**config.mk**
```make
export PLATFORM = sky130hd
export DESIGN_NAME = max_priority_queue
export DESIGN_NICKNAME = d
export VERILOG_FILES = /design/src/rtl/mpq_pkg.sv /design/src/rtl/mpq_cell.sv /design/src/rtl/max_priority_queue.sv
export SDC_FILE = /design/constraint.sdc
export NUM_CORES = 2
export LEC_CHECK = 0
export BUFFER_PORTS_ARGS = -buffer_cell sky130_fd_sc_hd__buf_2
export CAP_MARGIN = 20
export CORE_UTILIZATION = 55
export CTS_CLUSTER_SIZE = 28
export DETAILED_ROUTE_END_ITERATION = 12
export MAX_ROUTING_LAYER = met4
export PLACE_DENSITY_LB_ADDON = 0.3
export SYNTH_ARGS = -nofsm -noshare
export SYNTH_HDL_FRONTEND = slang
export SYNTH_SLANG_ARGS = --single-unit
```
**constraint.sdc**
```tcl
create_clock -name clk -period 10.3 [get_ports clk]
set_clock_uncertainty 0.1 [all_clocks]
set_input_delay 2.06 -clock clk [delete_from_list [all_inputs] [get_ports clk]]
set_output_delay 2.06 -clock clk [all_outputs]
set_load 0.005 [all_outputs]
```
**src/rtl/mpq_pkg.sv**
```systemverilog
// ----------------------------------------------------------------------------
// Max priority queue package
// Operation and status codes, and the control word shared by the sorted cells.
// ----------------------------------------------------------------------------
package mpq_pkg;

  localparam int unsigned DataW = 32;
  localparam int unsigned OccW  = 5;

  localparam logic [1:0] OP_INSERT  = 2'd0;
  localparam logic [1:0] OP_EXTRACT = 2'd1;
  localparam logic [1:0] OP_PEEK    = 2'd2;
  localparam logic [1:0] OP_NOP     = 2'd3;

  localparam logic [1:0] ST_OK    = 2'd0;
  localparam logic [1:0] ST_EMPTY = 2'd1;
  localparam logic [1:0] ST_FULL  = 2'd2;

  // Broadcast to every cell in the cycle an item is accepted.
  typedef struct packed {
    logic              ins;
    logic              ext;
    logic [DataW-1:0]  value;
  } cell_ctrl_t;

endpackage

```
**src/rtl/mpq_cell.sv**
```systemverilog
// ----------------------------------------------------------------------------
// Max priority queue cell
// Holds one entry of the descending list and shifts with its neighbors.
// ----------------------------------------------------------------------------
module mpq_cell
  import mpq_pkg::*;
(
  input  logic             clk,
  input  cell_ctrl_t       ctrl,
  input  logic             valid,
  input  logic             prev_ge,
  input  logic [DataW-1:0] prev_entry,
  input  logic [DataW-1:0] next_entry,
  output logic             ge,
  output logic [DataW-1:0] entry
);

  logic [DataW-1:0] entry_r;
  logic [DataW-1:0] entry_nxt;

  // Equal values stay ahead of a newly inserted one.
  assign ge    = valid && ($signed(entry_r) >= $signed(ctrl.value));
  assign entry = entry_r;

  always_comb begin
    entry_nxt = entry_r;
    if (ctrl.ins && !ge) begin
      entry_nxt = prev_ge ? ctrl.value : prev_entry;
    end else if (ctrl.ext) begin
      entry_nxt = next_entry;
    end
  end

  always_ff @(posedge clk) begin
    entry_r <= entry_nxt;
  end

endmodule

```
**src/rtl/max_priority_queue.sv**
```systemverilog
// The result of an accepted item is in the output register from the next cycle.
// One item per cycle unless stalled; every cell compares against the new value at once.
// A waiting result blocks input until it is read; the output register frees as it is read.
// Reset (rst_n low, synchronous) empties the queue and clears the output valid.
// Entry contents are not reset; only entries below the count are ever read.
// ----------------------------------------------------------------------------
// Max priority queue
// Bounded queue of signed values kept in descending order in a chain of cells.
// ----------------------------------------------------------------------------
module max_priority_queue
  import mpq_pkg::*;
#(
  parameter int unsigned CAPACITY = 16
) (
  input  logic             clk,
  input  logic             rst_n,
  input  logic             in_valid,
  output logic             in_ready,
  input  logic [1:0]       in_opcode,
  input  logic [DataW-1:0] in_value,
  output logic             out_valid,
  input  logic             out_ready,
  output logic [DataW-1:0] out_result_value,
  output logic [1:0]       out_status,
  output logic [OccW-1:0]  out_occupancy
);

  localparam int unsigned CW = $clog2(CAPACITY + 1);

  logic [CW-1:0]     count_r, count_nxt;
  logic              out_valid_r;
  logic [DataW-1:0]  res_value_r, res_value_nxt;
  logic [1:0]        status_r, status_nxt;
  logic              accept, is_empty, is_full;
  cell_ctrl_t        ctrl;
  logic [DataW-1:0]  ent [CAPACITY];
  logic [CAPACITY-1:0] ge;
  logic [CW+OccW-1:0] occ_wide;

  assign in_ready = !out_valid_r || out_ready;
  assign accept   = in_valid && in_ready;
  assign is_empty = (count_r == '0);
  assign is_full  = (count_r == CW'(CAPACITY));

  assign ctrl.ins   = accept && (in_opcode == OP_INSERT) && !is_full;
  assign ctrl.ext   = accept && (in_opcode == OP_EXTRACT) && !is_empty;
  assign ctrl.value = in_value;

  for (genvar i = 0; i < CAPACITY; i++) begin : g_cell
    logic             c_prev_ge;
    logic [DataW-1:0] c_prev_entry, c_next_entry;
    if (i == 0) begin : g_head
      assign c_prev_ge    = 1'b1;
      assign c_prev_entry = in_value;
    end else begin : g_body
      assign c_prev_ge    = ge[i-1];
      assign c_prev_entry = ent[i-1];
    end
    if (i == CAPACITY - 1) begin : g_tail
      assign c_next_entry = '0;
    end else begin : g_link
      assign c_next_entry = ent[i+1];
    end
    mpq_cell u_cell (
      .clk        (clk),
      .ctrl       (ctrl),
      .valid      (count_r > CW'(i)),
      .prev_ge    (c_prev_ge),
      .prev_entry (c_prev_entry),
      .next_entry (c_next_entry),
      .ge         (ge[i]),
      .entry      (ent[i])
    );
  end

  always_comb begin
    count_nxt     = count_r;
    res_value_nxt = '0;
    status_nxt    = ST_OK;
    case (in_opcode)
      OP_INSERT: begin
        if (is_full) begin
          status_nxt = ST_FULL;
        end else begin
          count_nxt = count_r + CW'(1);
        end
      end
      OP_EXTRACT, OP_PEEK: begin
        if (is_empty) begin
          res_value_nxt = '1;
          status_nxt    = ST_EMPTY;
        end else begin
          res_value_nxt = ent[0];
          if (in_opcode == OP_EXTRACT) begin
            count_nxt = count_r - CW'(1);
          end
        end
      end
      default: begin
      end
    endcase
  end

  always_ff @(posedge clk) begin
    if (!rst_n) begin
      count_r     <= '0;
      out_valid_r <= 1'b0;
    end else begin
      if (accept) begin
        count_r     <= count_nxt;
        out_valid_r <= 1'b1;
      end else if (out_ready) begin
        out_valid_r <= 1'b0;
      end
    end
    if (accept) begin
      res_value_r <= res_value_nxt;
      status_r    <= status_nxt;
    end
  end

  assign occ_wide         = {{OccW{1'b0}}, count_r};
  assign out_valid        = out_valid_r;
  assign out_result_value = res_value_r;
  assign out_status       = status_r;
  assign out_occupancy    = occ_wide[OccW-1:0];

endmodule

```
==> run_results.csv <==
group,metric,value,unit
outcome,status,"finished clean",
pwr,p_clk_share,36.6,%
critical_path,crit_type,"input port to register",
run,cap_viol_max_count,0,
sta,tns,0,ns
logic_synthesis,async_reset_ff_share,0,%
place,placedCellCount,4695,
critical_path,crit_buf_inv,4,
die,initial_core_util,56.0,%
critical_path,critical-path-top-delay-family,"buffers and inverters",
critical_path,crit_top_cell,"buf_4",
critical_path,crit_cells,12,
place,post-dp-hpwl,84200,um
routing,route.detailed.drc,0,
sta,worst_pin_slew,1.09,ns
logic_synthesis,synth_edf_count,546,
die,coreArea,70600,um2
sta,fmax,0.151,GHz
die,die_area,73000,um2
global_route,grt_pass1_wl,177000,um
clock_tree,clk_pin_slew,0.06,ns
routing,routed_wl,114000,um
global_route,antenna_found_initial,2,
sta,min_period_over_period,64.1,%
sta,setup_viol,0,
critical_path,cpPeakStageDelay,0.71,ns
critical_path,worstPathRequired,10.46,ns
pwr,sw_frac_of_total,29.6,%
routing,drtPass1Iterations,6,
critical_path,crit_path_max_fanout,65,
critical_path,critPathSlowestCell,"nand2_2",
critical_path,endpoint_kind,"register",
cells_and_area,final_cells,4817,
pwr,p_leak,17.5,nW
cells_and_area,drive_gt1_share,13.5,%
global_route,track_usage,31.9,%
global_route,met1_usage,42.6,%
critical_path,cp-startpoint,"in_value[1]",
sta,hold_viol_final,0,
critical_path,regToRegSetupSlack,5.73,ns
clock_tree,cts_hold_buf,0,
logic_synthesis,seq_area_frac_synth,41.7,%
sta,rsz0062_at_grt,"false",
clock_tree,clk_latency,0.61,ns
logic_synthesis,synth_fp_nets,4363,
critical_path,crit_path_cell_trace,"buf_2, inv_1, ha_1, nor2b_1, o211ai_1, a2111oi_0, o311ai_0, o211ai_4, buf_4, nand2_2, nand2_1, buf_4",
sta,min_period,6.60,ns
die,rows,97,
critical_path,r2r_end,"g_cell[3].u_cell.entry[1]$_DFFE_PP_",
place,place_ws,3.18,ns
place,io_buffer_count,78,
routing,drtAntennaViolNets,0,
cells_and_area,final_common_cell,"edfxtp_1",
logic_synthesis,synth_warnings,0,
pwr,combPwrFrac,20.2,%
die,io_pins,79,
clock_tree,htree_levels,3,
pwr,seqPwrFrac,43.2,%
logic_synthesis,synthFlopType,"edfxtp_1",
routing,drt_iter0_markers,3235,
cells_and_area,postLayoutCoreUtil,61.2,%
pwr,internal_power,4.58,mW
routing,vias,30700,
routing,post_drt_via_cell_ratio,6.37,
critical_path,worst_ep_arrival_time,6.77,ns
global_route,use_met3,3.82,%
global_route,grt_max_degree,66,
global_route,use_met2,49.8,%
clock_tree,cts_tree,"built",
critical_path,rr_worst_depth,11,
logic_synthesis,ys_ff_latch,552,
cells_and_area,area_growth,9.18,%
cells_and_area,nNetsFinal,4383,
sta,setup_ws,3.70,ns
die,fp.dieW,270,um
sta,slew_viol_final,0,
pwr,p_sw,1.93,mW
clock_tree,cts_made_buffers,66,
routing,avgRoutedWirePerCell,23.7,um
clock_tree,clock-sinks,552,
logic_synthesis,syn_avg_cell_area,10.4,um2
logic_synthesis,synthCells,3805,
clock_tree,clockRootBuffer,"clkbuf_16",
critical_path,startpoint_type,"input port",
sta,slew_headroom,27.2,%
worst_hold_path,hold_path_class,"register to register",
critical_path,reg2reg_from,"g_cell[3].u_cell.entry[5]$_DFFE_PP_",
place,gp_congestion,0.965,
cells_and_area,mostFrequentLayoutCells,"edfxtp_1 (546), a21oi_1 (529), ha_1 (520)",
pwr,peakVddDrop,0.0000949,V
global_route,top_usage_layer,"met2",
global_route,grt_pass1_vias,29800,
die,fp.dieH,270,um
clock_tree,ctsResizeCount,0,
pwr,p_per_area,151,nW/um2
critical_path,critical_path.endpoint,"g_cell[7].u_cell.entry[1]$_DFFE_PP_",
clock_tree,postCtsSetupBuffers,0,
clock_tree,cts_buffer_depth,3,
logic_synthesis,ys_types,85,
global_route,grt.overflow.total,0,
logic_synthesis,syn_area,39600,um2
pwr,power,6.51,mW
synthesized netlist by cell type (all sizes together), types with 9 or more instances:
master	instances	area [um2]
nand4	99	626
mux2i	236	2360
a21o	43	323
buf	68	412
and4	16	140
a221oi	10	87.6
a211oi	15	125
ha	520	6510
nor4	18	125
o211ai	21	168
mux2	249	2980
nand3	44	220
nor2	340	1280
nor2b	21	131
clkbuf	139	522
o21ai	335	1680
nand2b	12	75.1
a31oi	9	71.3
edfxtp	546	16400
inv	73	274
nor3	17	95.1
nand2	318	1200
a21oi	532	2660
o21a	11	82.6
metrics by stage:
stage	hold WS, ns	instance area, um2
after detailed placement	0.419	41000
after global routing	0.472	43200
after global placement	0.403	41000
after floorplan	0.437	39600
final	0.418	43200
after CTS	0.424	43200
how the worst min path moves through the flow:
stage,endpoint,slack [ns],cells past startpoint,from
after global routing,out_valid$_SDFFE_PN0P_,0.47,2,out_valid$_SDFFE_PN0P_
final,out_valid$_SDFFE_PN0P_,0.42,2,out_valid$_SDFFE_PN0P_
after global placement,out_valid$_SDFFE_PN0P_,0.40,2,out_valid$_SDFFE_PN0P_
after CTS,out_valid$_SDFFE_PN0P_,0.42,2,out_valid$_SDFFE_PN0P_
after floorplan,out_valid$_SDFFE_PN0P_,0.44,2,out_valid$_SDFFE_PN0P_
after detailed placement,out_valid$_SDFFE_PN0P_,0.42,2,out_valid$_SDFFE_PN0P_
state kept, by name, indices dropped and copies added, names as in the netlist:
signal / cells
out_result_value: 32
out_occupancy: 5
out_valid: 1
g_cell.u_cell.entry: 512
out_status: 2
power by group through the flow:
stage / clock network [mW] / logic, mW / registers, mW
after global placement: 0 / 1.25 / 2.85
after detailed placement: 0 / 1.29 / 2.85
after floorplan: 0 / 0.932 / 2.80
final: 2.38 / 1.32 / 2.81
after global routing: 2.49 / 1.46 / 2.82
after CTS: 2.40 / 1.30 / 2.81
layout make-up:
cell class | instances | area [um2]
Fill cell | 5931 | 27400
Multi-Input combinational cell | 2972 | 22100
Sequential cell | 552 | 16500
Clock buffer | 78 | 1760
Tap cell | 940 | 1180
Timing Repair Buffer | 159 | 1010
Clock inverter | 40 | 388
Inverter | 74 | 278
Antenna cell | 2 | 5.00
per-layer routing:
metal,vias to the layer above,part of all wire (%)
li1,14500,-
met2,1287,45
met4,0,3.9
met3,230,7.4
met1,14700,43
met5,-,0
kinds of logic (layout without fill, tap and decap cells):
family          Yosys count  after routing  synth area share (%)
compound gates         1040           1040                  14.6
buf+inv                 281            351                  3.06
simple gates            921            921                  10.5
other cells               0              2                     0
flops                   552            552                  41.7
xor+xnor                  6              6                 0.133
mux                     485            485                  13.5
fa+ha+maj               520            520                  16.4
worst reg2reg max path, stage by stage, from the launching register on:
cell	delay, ns
edfxtp_1	0.45
ha_1	0.32
a21oi_1	0.16
nor2_1	0.07
a211oi_1	0.31
nor3_1	0.09
nor4_1	0.69
a211o_2	0.68
and2_1	0.22
buf_4	0.43
nand2b_1	0.18
buf_4	0.47
Power figures use the tool's default switching activity.
